[src/gbd_pkg.sv]
// Package for the geohash bounding-box decoder.
// Widths, status codes, payload structs and the base-32 symbol lookup.
// No dependencies.
`timescale 1ns / 1ps
package gbd_pkg;

	localparam int MAX_CHARS = 7;
	localparam int LON_W     = (5 * MAX_CHARS + 1) / 2;
	localparam int LAT_W     = (5 * MAX_CHARS) / 2;
	localparam int CNT_W     = $clog2(MAX_CHARS + 1);
	localparam int TOT_W     = $clog2(5 * MAX_CHARS + 2);

	localparam logic [1:0] ST_OK       = 2'd0;
	localparam logic [1:0] ST_BAD_CHAR = 2'd1;
	localparam logic [1:0] ST_TOO_LONG = 2'd2;

	typedef struct packed {
		logic [7:0] symbol;
		logic       final_char;
	} sym_t;

	typedef struct packed {
		logic signed [40:0] lon_west;
		logic signed [39:0] lat_south;
		logic signed [40:0] lon_east;
		logic signed [39:0] lat_north;
		logic [1:0]         status;
	} box_t;

	typedef struct packed {
		logic [LON_W-1:0] lon;
		logic [LAT_W-1:0] lat;
		logic [CNT_W-1:0] count;
		logic [1:0]       err;
	} cell_t;

	typedef struct packed {
		logic       ok;
		logic [4:0] value;
	} lookup_t;

	function automatic lookup_t sym_lookup(input logic [7:0] c);
		lookup_t r;
		r.ok = 1'b1;
		unique case (c)
			8'h30, 8'h31, 8'h32, 8'h33, 8'h34,
			8'h35, 8'h36, 8'h37, 8'h38, 8'h39: r.value = 5'(c - 8'h30);
			8'h62, 8'h63, 8'h64, 8'h65, 8'h66, 8'h67, 8'h68: r.value = 5'(c - 8'h58);
			8'h6a, 8'h6b: r.value = 5'(c - 8'h59);
			8'h6d, 8'h6e: r.value = 5'(c - 8'h5a);
			8'h70, 8'h71, 8'h72, 8'h73, 8'h74, 8'h75,
			8'h76, 8'h77, 8'h78, 8'h79, 8'h7a: r.value = 5'(c - 8'h5b);
			default: begin
				r.ok    = 1'b0;
				r.value = 5'd0;
			end
		endcase
		return r;
	endfunction

endpackage

[src/gbd_accum.sv]
// Input stage: symbol lookup, bit interleave into lon/lat accumulators,
// length and error tracking; hands the finished cell to the box stage.
// Depends on gbd_pkg.
`timescale 1ns / 1ps
module gbd_accum import gbd_pkg::*; (
	input  logic  clk,
	input  logic  arst_n,
	input  logic  sym_valid,
	output logic  sym_ready,
	input  sym_t  sym_data,
	input  logic  advance,
	output logic  cell_valid_s1,
	output cell_t cell_s1
);

	logic [LON_W-1:0] lon_q, lon_n;
	logic [LAT_W-1:0] lat_q, lat_n;
	logic [CNT_W-1:0] cnt_q, cnt_n;
	logic [1:0]       err_q, err_n;
	logic             too_long, accept;
	lookup_t          lk;
	logic [4:0]       b;

	assign sym_ready = !cell_valid_s1 || advance;
	assign accept    = sym_valid && sym_ready;
	assign too_long  = cnt_q >= CNT_W'(MAX_CHARS);
	assign lk        = sym_lookup(sym_data.symbol);
	assign b         = lk.ok ? lk.value : 5'd0;

	always_comb begin
		lon_n = lon_q;
		lat_n = lat_q;
		cnt_n = cnt_q;
		err_n = err_q;
		if (too_long) begin
			err_n = ST_TOO_LONG;
		end else begin
			if (!lk.ok && err_q == ST_OK) begin
				err_n = ST_BAD_CHAR;
			end
			// even bit positions feed longitude
			if (!cnt_q[0]) begin
				lon_n = LON_W'({lon_q, b[4], b[2], b[0]});
				lat_n = LAT_W'({lat_q, b[3], b[1]});
			end else begin
				lon_n = LON_W'({lon_q, b[3], b[1]});
				lat_n = LAT_W'({lat_q, b[4], b[2], b[0]});
			end
			cnt_n = cnt_q + 1'b1;
		end
	end

	always_ff @(posedge clk or negedge arst_n) begin
		if (!arst_n) begin
			lon_q         <= '0;
			lat_q         <= '0;
			cnt_q         <= '0;
			err_q         <= ST_OK;
			cell_valid_s1 <= 1'b0;
		end else begin
			if (accept) begin
				if (sym_data.final_char) begin
					lon_q <= '0;
					lat_q <= '0;
					cnt_q <= '0;
					err_q <= ST_OK;
				end else begin
					lon_q <= lon_n;
					lat_q <= lat_n;
					cnt_q <= cnt_n;
					err_q <= err_n;
				end
			end
			if (accept && sym_data.final_char) begin
				cell_valid_s1 <= 1'b1;
			end else if (advance) begin
				cell_valid_s1 <= 1'b0;
			end
		end
	end

	always_ff @(posedge clk) begin
		if (accept && sym_data.final_char) begin
			cell_s1.lon   <= lon_n;
			cell_s1.lat   <= lat_n;
			cell_s1.count <= cnt_n;
			cell_s1.err   <= err_n;
		end
	end

endmodule

[src/gbd_box.sv]
// Box stage: aligns the accumulated bits, scales to 2^-32 degree fixed point
// and loads the result register. Depends on gbd_pkg.
`timescale 1ns / 1ps
module gbd_box import gbd_pkg::*; (
	input  logic  clk,
	input  logic  arst_n,
	input  logic  cell_valid_s1,
	input  cell_t cell_s1,
	output logic  advance,
	output logic  box_valid,
	input  logic  box_ready,
	output box_t  box_data
);

	logic [TOT_W-1:0] tot, xl, yl;
	logic [LON_W-1:0] lon_al;
	logic [LAT_W-1:0] lat_al;
	logic [40:0]      west, east, lon_step;
	logic [39:0]      south, north, lat_step;
	logic             fail;
	box_t             box_n;

	assign advance = !box_valid || box_ready;

	assign tot    = TOT_W'(cell_s1.count) * TOT_W'(5);
	assign xl     = (tot + 1'b1) >> 1;
	assign yl     = tot >> 1;
	assign lon_al = cell_s1.lon << (TOT_W'(LON_W) - xl);
	assign lat_al = cell_s1.lat << (TOT_W'(LAT_W) - yl);

	assign west     = ((41'(lon_al) * 41'd360) << (32 - LON_W)) - (41'd180 << 32);
	assign south    = ((40'(lat_al) * 40'd180) << (32 - LAT_W)) - (40'd90 << 32);
	assign lon_step = 41'd360 << (6'd32 - 6'(xl));
	assign lat_step = 40'd180 << (6'd32 - 6'(yl));
	assign east     = west + lon_step;
	assign north    = south + lat_step;

	assign fail = (cell_s1.err != ST_OK) || (cell_s1.count == '0);

	always_comb begin
		if (fail) begin
			box_n.lon_west  = '0;
			box_n.lat_south = '0;
			box_n.lon_east  = '0;
			box_n.lat_north = '0;
		end else begin
			box_n.lon_west  = west;
			box_n.lat_south = south;
			box_n.lon_east  = east;
			box_n.lat_north = north;
		end
		box_n.status = cell_s1.err;
	end

	always_ff @(posedge clk or negedge arst_n) begin
		if (!arst_n) begin
			box_valid <= 1'b0;
		end else if (advance) begin
			box_valid <= cell_valid_s1;
		end
	end

	always_ff @(posedge clk) begin
		if (advance && cell_valid_s1) begin
			box_data <= box_n;
		end
	end

endmodule

[src/geohash_bbox_decoder_top.sv]
// Geohash bounding-box decoder, top level.
// Path: the final character's transfer loads cell_s1; gbd_box then registers
// box_valid and box_data from it whenever the output side can advance.
// Throughput: one character per cycle, held off only while box_valid && !box_ready.
// Reset: arst_n clears accumulators, count, status and both valid flags at once.
// Depends on gbd_pkg, gbd_accum, gbd_box.
`timescale 1ns / 1ps
module geohash_bbox_decoder_top import gbd_pkg::*; (
	input  logic clk,
	input  logic arst_n,
	input  logic sym_valid,
	output logic sym_ready,
	input  sym_t sym_data,
	output logic box_valid,
	input  logic box_ready,
	output box_t box_data
);

	logic  advance;
	logic  cell_valid_s1;
	cell_t cell_s1;

	gbd_accum u_accum (
		.clk           (clk),
		.arst_n        (arst_n),
		.sym_valid     (sym_valid),
		.sym_ready     (sym_ready),
		.sym_data      (sym_data),
		.advance       (advance),
		.cell_valid_s1 (cell_valid_s1),
		.cell_s1       (cell_s1)
	);

	gbd_box u_box (
		.clk           (clk),
		.arst_n        (arst_n),
		.cell_valid_s1 (cell_valid_s1),
		.cell_s1       (cell_s1),
		.advance       (advance),
		.box_valid     (box_valid),
		.box_ready     (box_ready),
		.box_data      (box_data)
	);

	a_stall_only_on_full: assert property (@(posedge clk) disable iff (!arst_n)
		!sym_ready |-> (box_valid && !box_ready))
		else $error("input stalled while output side can move");

	a_error_box_zero: assert property (@(posedge clk) disable iff (!arst_n)
		(box_valid && box_data.status != ST_OK) |->
		(box_data.lon_west == '0 && box_data.lon_east == '0 &&
		 box_data.lat_south == '0 && box_data.lat_north == '0))
		else $error("error result carries a nonzero box");

	a_box_ordered: assert property (@(posedge clk) disable iff (!arst_n)
		(box_valid && box_data.status == ST_OK) |->
		(box_data.lon_east > box_data.lon_west && box_data.lat_north > box_data.lat_south))
		else $error("box edges out of order");

	a_status_code: assert property (@(posedge clk) disable iff (!arst_n)
		box_valid |-> (box_data.status == ST_OK || box_data.status == ST_BAD_CHAR ||
		               box_data.status == ST_TOO_LONG))
		else $error("undefined status code");

endmodule

[config.mk]
export PLATFORM = sky130hd
export DESIGN_NAME = geohash_bbox_decoder_top
export DESIGN_NICKNAME = d
export VERILOG_FILES = /design/src/gbd_pkg.sv /design/src/gbd_accum.sv /design/src/gbd_box.sv /design/src/geohash_bbox_decoder_top.sv
export SDC_FILE = /design/constraint.sdc
export NUM_CORES = 1
export LEC_CHECK = 0
export BUFFER_PORTS_ARGS = -buffer_cell sky130_fd_sc_hd__buf_2
export CORE_ASPECT_RATIO = 1.1
export CORE_MARGIN = 2
export CORE_UTILIZATION = 59
export DETAILED_ROUTE_END_ITERATION = 6
export GPL_ROUTABILITY_DRIVEN = 0
export HOLD_SLACK_MARGIN = 0.1
export PLACE_DENSITY = 0.88
export SYNTH_ARGS = -nofsm -noshare
export SYNTH_HDL_FRONTEND = slang
export SYNTH_HIERARCHICAL = 1
export SYNTH_SLANG_ARGS = --single-unit
[constraint.sdc]
create_clock -name clk -period 11.3 [get_ports clk]
set_input_delay 1.13 -clock clk [delete_from_list [all_inputs] [get_ports clk]]
set_output_delay 1.13 -clock clk [all_outputs]
set_load 0.01 [all_outputs]
==> summary.md, run 1 <==
| Metric | Value |
|---|---|
| Chip height | `around 190 µm` |
| PostCTS Resize Cnt | `0` |
| CP Capture Type | `flip-flop` |
| Total gr overflow | `0` |
| Yosys top cell by area | `edfxtp_1` |
| Nets | `between 2k and 2.5k` |
| Clk pin slew, worst setup/hold paths | `0.06 ns` |
| Clock root cell | `clkbuf_16` |
| Ys async rst share | `0.203` |
| DR vias | `around 14k` |
| Tmin final | `between 10 and 15 ns` |
| WHS Path Cells | `1` |
| Largest stage delay, worst path | `1.07 ns` |
| Avg WL per Cell | `roughly 18 µm` |
| R2R depth | `26` |
| Worst-Margin Slew | `1.42 ns` |
| Hold endpoint | `u_box/box_valid$_DFFE_PN0N_` |
| Met2 usage in global routing | `0.439` |
| Clock latency on the worst-skew pair | `~0.54 ns` |
| Row cnt | `66` |
| Top-count cell post-synth | `nor2_1` |
| Synthesized area | `roughly 18000 µm²` |
| Synth top area share | `0.279` |
| Max_cap viols | `0` |
| H-tree depth | `1` |
| Met3 GRT Util | `0.0355` |
| Layout Skew | `roughly 0.015 ns` |
| EDFF count, synth | `~170` |
| Drt pass-1 iters | `6` |
| Die width | `169 µm` |
| DRC Markers | `0` |
| Die footprint | `between 30000 and 40000 µm²` |
| Port bufs | `roughly 140` |
| Setup Fix Bufs, Post-CTS | `0` |
| TritonCTS clock tree | `done` |
| Met1 Use GR | `0.337` |
| Top cells by count, synth | `201 x nor2_1, 165 x edfxtp_1, 155 x ha_1` |
| Final Hold Viols | `0` |
| Synthesized area per cell | `between 9 and 10 µm²` |
| Max_slew headroom | `0.0444` |
| TNS Setup | `0 ns` |
| Vias in the first global route | `13.6k` |
| RR Startpoint | `u_accum/cell_s1[3]$_DFFE_PP_` |
| Number of distinct library cells after synthesis | `110` |
| Gr busiest metal | `met2` |
| Seq/Total Area, Yosys | `0.338` |
| CP Launch Point | `u_accum/cell_s1[3]$_DFFE_PP_` |
| CP dominant cell by count | `ha_1` |
| Period utilization | `0.917` |
| RSZ-0062 raised after global routing | `false` |
| Top delay family on crit path | `adder cells` |
| Worst R2R End | `u_box/box_data[82]$_SDFFCE_PP0P_` |
| Area contributors post-synth | `edfxtp_1 28%, ha_1 11%, dfrtp_1 5.9%, fa_1 5.9%, nor2_1 4.2%` |
| Critical path launch point type | `flip-flop` |
| CP max FO | `29` |
| FMAX | `around 97 MHz` |
| Pins Over Slew Limit | `0` |
| Crit path required time | `approximately 12 ns` |
| Hold Startpoint | `u_accum/cell_valid_s1$_DFFE_PN0P_` |
| CTS max path bufs | `3` |
| Inserted Diodes | `0` |
| Boundary Pins | `about 180` |
| Final setup viols | `0` |
| Cts hold-fix bufs | `0` |
| Largest net degree at the start of global routing | `67` |
| TritonCTS buffer count | `22` |
| Slowest CP cell | `ha_1` |
| Gate Count Post-Synth | `around 1.9k` |
| DR vias/cell | `6.09` |
| First-pass GRT wire length | `between 60 and 70 mm` |
| Final HPWL DP | `31.6 mm` |
| #FFs+latches synth | `between 200 and 250` |
| Initial antenna violation count | `0` |
| Synthesis-to-layout area growth | `8.48%` |
| # clock sinks | `between 200 and 250` |
| Worst hold-check path type | `flip-flop to flip-flop` |
| R2r setup slk | `0.94 ns` |
| Status | `finished clean` |
| DRT antenna net count | `0` |
| Post-synth top flop | `edfxtp_1` |
| Core area | `29600 µm²` |
| Yosys warns | `6` |
| Routed wire length | `about 42 mm` |
| Initial Util | `0.600` |
| Crit path arrival time | `roughly 11 ns` |
| GRT Total Usage | `0.262` |
| Buf/Inv on CP | `4` |
| Fraction of layout cells with a size suffix above 1 | `0.130` |
| CP Class | `flip-flop to flip-flop` |
| Drt initial violations | `~1.5k` |
-- metal layers --
metal,routed length [µm],up-vias,share of wire
li1,-,6738,-
met1,17000,6773,0.41
met2,19600,690,0.47
met3,3190,137,0.076
met4,1930,0,0.046
met5,0,-,0
-- placed cells by master, fill, tap and decap left out, drive strengths merged, types with 22 or more instances in the layout --
cell type,count
o21ai,107
xnor2,70
ha,155
inv,153
fa,52
conb,39
and2,61
a21o,27
nand2b,22
mux2i,65
a21oi,102
xor2,39
clkbuf,23
edfxtp,165
nor2,202
nor3,37
nor2b,22
nand2,139
nand3,26
a22o,32
dfrtp,42
buf,147
-- stage by stage --
stage                     utilization  hold slack, ns  cells  area, µm²  setup slack (ns)
after floorplan                     -           0.450   1904      17900              2.98
after global routing            0.650           0.534   2354      19300             0.237
after detailed placement        0.625           0.476   2314      18500              1.36
after global placement          0.625           0.477   2314      18500              1.89
after CTS                       0.650           0.501   2354      19300              1.27
final                           0.650           0.502   2354      19300             0.939
-- how the worst max path moves through the flow --
stage	end	cells past startpoint	slack (ns)
floorplan	u_box/box_data[41]$_SDFFCE_PP0P_	35	2.98
global placement	u_box/box_data[82]$_SDFFCE_PP0P_	30	1.89
detailed placement	u_box/box_data[82]$_SDFFCE_PP0P_	26	1.36
CTS	u_box/box_data[82]$_SDFFCE_PP0P_	26	1.27
global route	u_box/box_data[82]$_SDFFCE_PP0P_	30	0.24
finish	u_box/box_data[82]$_SDFFCE_PP0P_	26	0.94
-- registers in the layout (all words and copies together), names as in the netlist --
signal                 count
u_box/box_data           125
u_accum/lon_q             18
u_accum/cell_valid_s1      1
u_accum/lat_q             17
u_accum/cell_s1           40
u_accum/cnt_q              3
u_accum/err_q              2
u_box/box_valid            1
-- cell families (layout without fill, tap and decap cells) --
family,after synthesis,count (layout),synth area share
fa+ha+maj,209,209,0.169
mux,81,81,0.0493
xor+xnor,112,112,0.0594
other cells,1,39,0.000211
flops,207,207,0.338
simple gates,567,567,0.152
buf+inv,264,340,0.0672
compound gates,425,425,0.165
-- worst register-to-register path, delay by kind of cell (launching register included) --
kind	cells	cell delay [ns]
AO/OA/AOI/OAI	8	2.34
XOR/XNOR	3	0.73
adder cells (fa/ha/maj)	5	2.73
buffers and inverters	4	1.59
flip-flops	1	0.97
AND/OR/NAND/NOR	6	1.73
-- layout make-up --
type	instances	area (µm²)
Tap cell	374	468
Clock buffer	23	554
Multi-Input combinational cell	1433	10700
Sequential cell	207	6010
Inverter	153	574
Fill cell	2184	10400
Timing Repair Buffer	147	756
Clock inverter	17	189
Power of run 1 is left out: the tool's default activity adds up to more than one toggle a clock period on the data nets, which glitch-free logic cannot reach.
==> inputs of run 2 (changes only) <==
- CORE_MARGIN: 2 -> unset
==> run 2 against run 1 <==
Setup slack better by 0.15 ns. Die area down 2.2%. First-iteration DRC count decreased by 12%. Routed wire length decreased by 0.50%. Largest cell class unchanged. Highest routed layer unchanged.
==> summary.md, run 2 (same netlist as run 1, synthesis figures left out) <==
| Metric | Value |
|---|---|
| DR vias/cell | `between 6 and 7` |
| Max reg flops | `125` |
| Regs by FF count | `u_box/box_data (125), u_accum/cell_s1 (40), u_accum/lon_q (18)` |
| DRT met1 WL | `around 17 mm` |
| TritonCTS buffer count | `23` |
| Worst-Margin Slew | `1.26 ns` |
| Vias in the first global route | `roughly 14k` |
| Synthesis-to-layout area growth | `9.07%` |
| Setup Fix Bufs, Post-CTS | `0` |
| Crit path required time | `around 12 ns` |
| TritonCTS clock tree | `done` |
| Initial antenna violation count | `0` |
| Row cnt | `66` |
| Max_slew headroom | `0.150` |
| Fraction of layout cells with a size suffix above 1 | `0.132` |
| Period utilization | `0.903` |
| Total gr overflow | `0` |
| TNS Setup | `0 ns` |
| DR WL met2 | `a little under 20 mm` |
| Reg with most FFs | `u_box/box_data` |
| CP Class | `flip-flop to flip-flop` |
| Max_cap viols | `0` |
| Clock latency on the worst-skew pair | `~0.53 ns` |
| Commonest non-fill, non-tap cell in the layout | `nor2_1` |
| DR vias | `between 10k and 15k` |
| Drt initial violations | `around 1.4k` |
| Chip height | `184 µm` |
| Die width | `about 170 µm` |
| Met3 wire len | `a little under 3 mm` |
| Pins Over Slew Limit | `0` |
| Routed wire length | `41.5 mm` |
| Core area | `a little under 30000 µm²` |
| Clock root cell | `clkbuf_16` |
| CP max FO | `29` |
| Port bufs | `around 140` |
| Die footprint | `roughly 31000 µm²` |
| Top sig layer | `met4` |
| Nets | `2185` |
| Boundary Pins | `about 180` |
| CTS max path bufs | `3` |
| H-tree depth | `1` |
| Most frequent cells in the layout | `200 x nor2_1, 165 x edfxtp_1, 155 x ha_1` |
| Layout Skew | `about 0.023 ns` |
| Tmin final | `about 10 ns` |
| PostCTS Resize Cnt | `0` |
| Critical path launch point type | `flip-flop` |
| CP Capture Type | `flip-flop` |
| RSZ-0062 raised after global routing | `false` |
| GRT Total Usage | `0.265` |
| Status | `finished clean` |
| Drt pass-1 iters | `5` |
| Worst hold-check path type | `flip-flop to flip-flop` |
| Clk pin slew, worst setup/hold paths | `around 0.06 ns` |
| DRC Markers | `0` |
| Cts hold-fix bufs | `0` |
| Final setup viols | `0` |
| Crit path arrival time | `between 10 and 15 ns` |
| FMAX | `between 90 and 100 MHz` |
| Final HPWL DP | `~31 mm` |
| Final Hold Viols | `0` |
| DRT antenna net count | `0` |
| # clock sinks | `around 210` |
| First-pass GRT wire length | `66.9 mm` |
| Largest net degree at the start of global routing | `93` |
| Initial Util | `0.601` |
| Inserted Diodes | `0` |
| Avg WL per Cell | `roughly 18 µm` |
## run 2: cell count changes in the layout (fill, tap and decap cells not counted), sizes merged
| cell | previous run | this run |
|---|---|---|
| clkbuf | 23 | 30 |
| clkinv | 12 | 6 |
| clkinvlp | 2 | 0 |
| inv | 153 | 155 |
| bufinv | 3 | 4 |
## run 2: per-layer routing
layer	up-vias	GRT usage
li1	6734	-
met1	6686	0.334
met2	672	0.441
met3	134	0.0394
met4	0	0.145
met5	-	0
## run 2: layout make-up
cell class / count / area (µm²)
Clock buffer: 30 / 663
Clock inverter: 12 / 185
Inverter: 153 / 574
Multi-Input combinational cell: 1433 / 10700
Fill cell: 2217 / 10200
Timing Repair Buffer: 147 / 756
Tap cell: 374 / 468
Sequential cell: 207 / 6010
## run 2: path summary, 6_finish.rpt
kind                                                        start                               end  slack (ns)  cells after the start
worst max-delay path                 u_accum/cell_s1[3]$_DFFE_PP_  u_box/box_data[82]$_SDFFCE_PP0P_        1.09                     26
worst min-delay path            u_accum/cell_valid_s1$_DFFE_PN0P_       u_box/box_valid$_DFFE_PN0N_        0.51                      1
worst max register to register       u_accum/cell_s1[3]$_DFFE_PP_  u_box/box_data[82]$_SDFFCE_PP0P_        1.09                     26
worst min register to register  u_accum/cell_valid_s1$_DFFE_PN0P_       u_box/box_valid$_DFFE_PN0N_        0.51                      1
max in group asynchronous                                  arst_n      u_accum/lon_q[0]$_DFFE_PN0P_        9.92                      1
min in group asynchronous                                  arst_n     u_accum/lon_q[10]$_DFFE_PN0P_        0.77                      1
## run 2: metrics by stage
| stage | area, µm² | hold WS (ns) | worst slack [ns] | std cells | utilization |
|---|---|---|---|---|---|
| after CTS | 19400 | 0.509 | 1.31 | 2356 | 0.656 |
| after detailed placement | 18500 | 0.493 | 1.37 | 2314 | 0.627 |
| after global placement | 18500 | 0.486 | 1.90 | 2314 | 0.627 |
| final | 19400 | 0.509 | 1.09 | 2356 | 0.656 |
| after global routing | 19400 | 0.520 | 0.0501 | 2356 | 0.656 |
| after floorplan | 17900 | 0.450 | 2.98 | 1904 | - |
## run 2: worst max-delay path, cell delays in order, from the launching register on
cell       delay [ns]
edfxtp_1         0.96
clkinv_1         0.70
ha_1             1.07
clkinv_1         0.77
nand3_1          0.39
nand2_1          0.42
o21ai_0          0.42
nand2_1          0.18
xor2_1           0.51
xnor2_1          0.18
fa_1             0.55
inv_1            0.05
ha_1             0.35
or4_1            0.51
o21ai_0          0.11
a21oi_2          0.09
a41oi_2          0.35
o21ai_0          0.21
xnor2_2          0.31
ha_1             0.35
and3_1           0.19
a2111oi_0        0.48
nor2_1           0.08
o31a_1           0.17
a311oi_2         0.28
xor2_1           0.16
nor2_1           0.06
Power of run 2 is left out for the same reason.
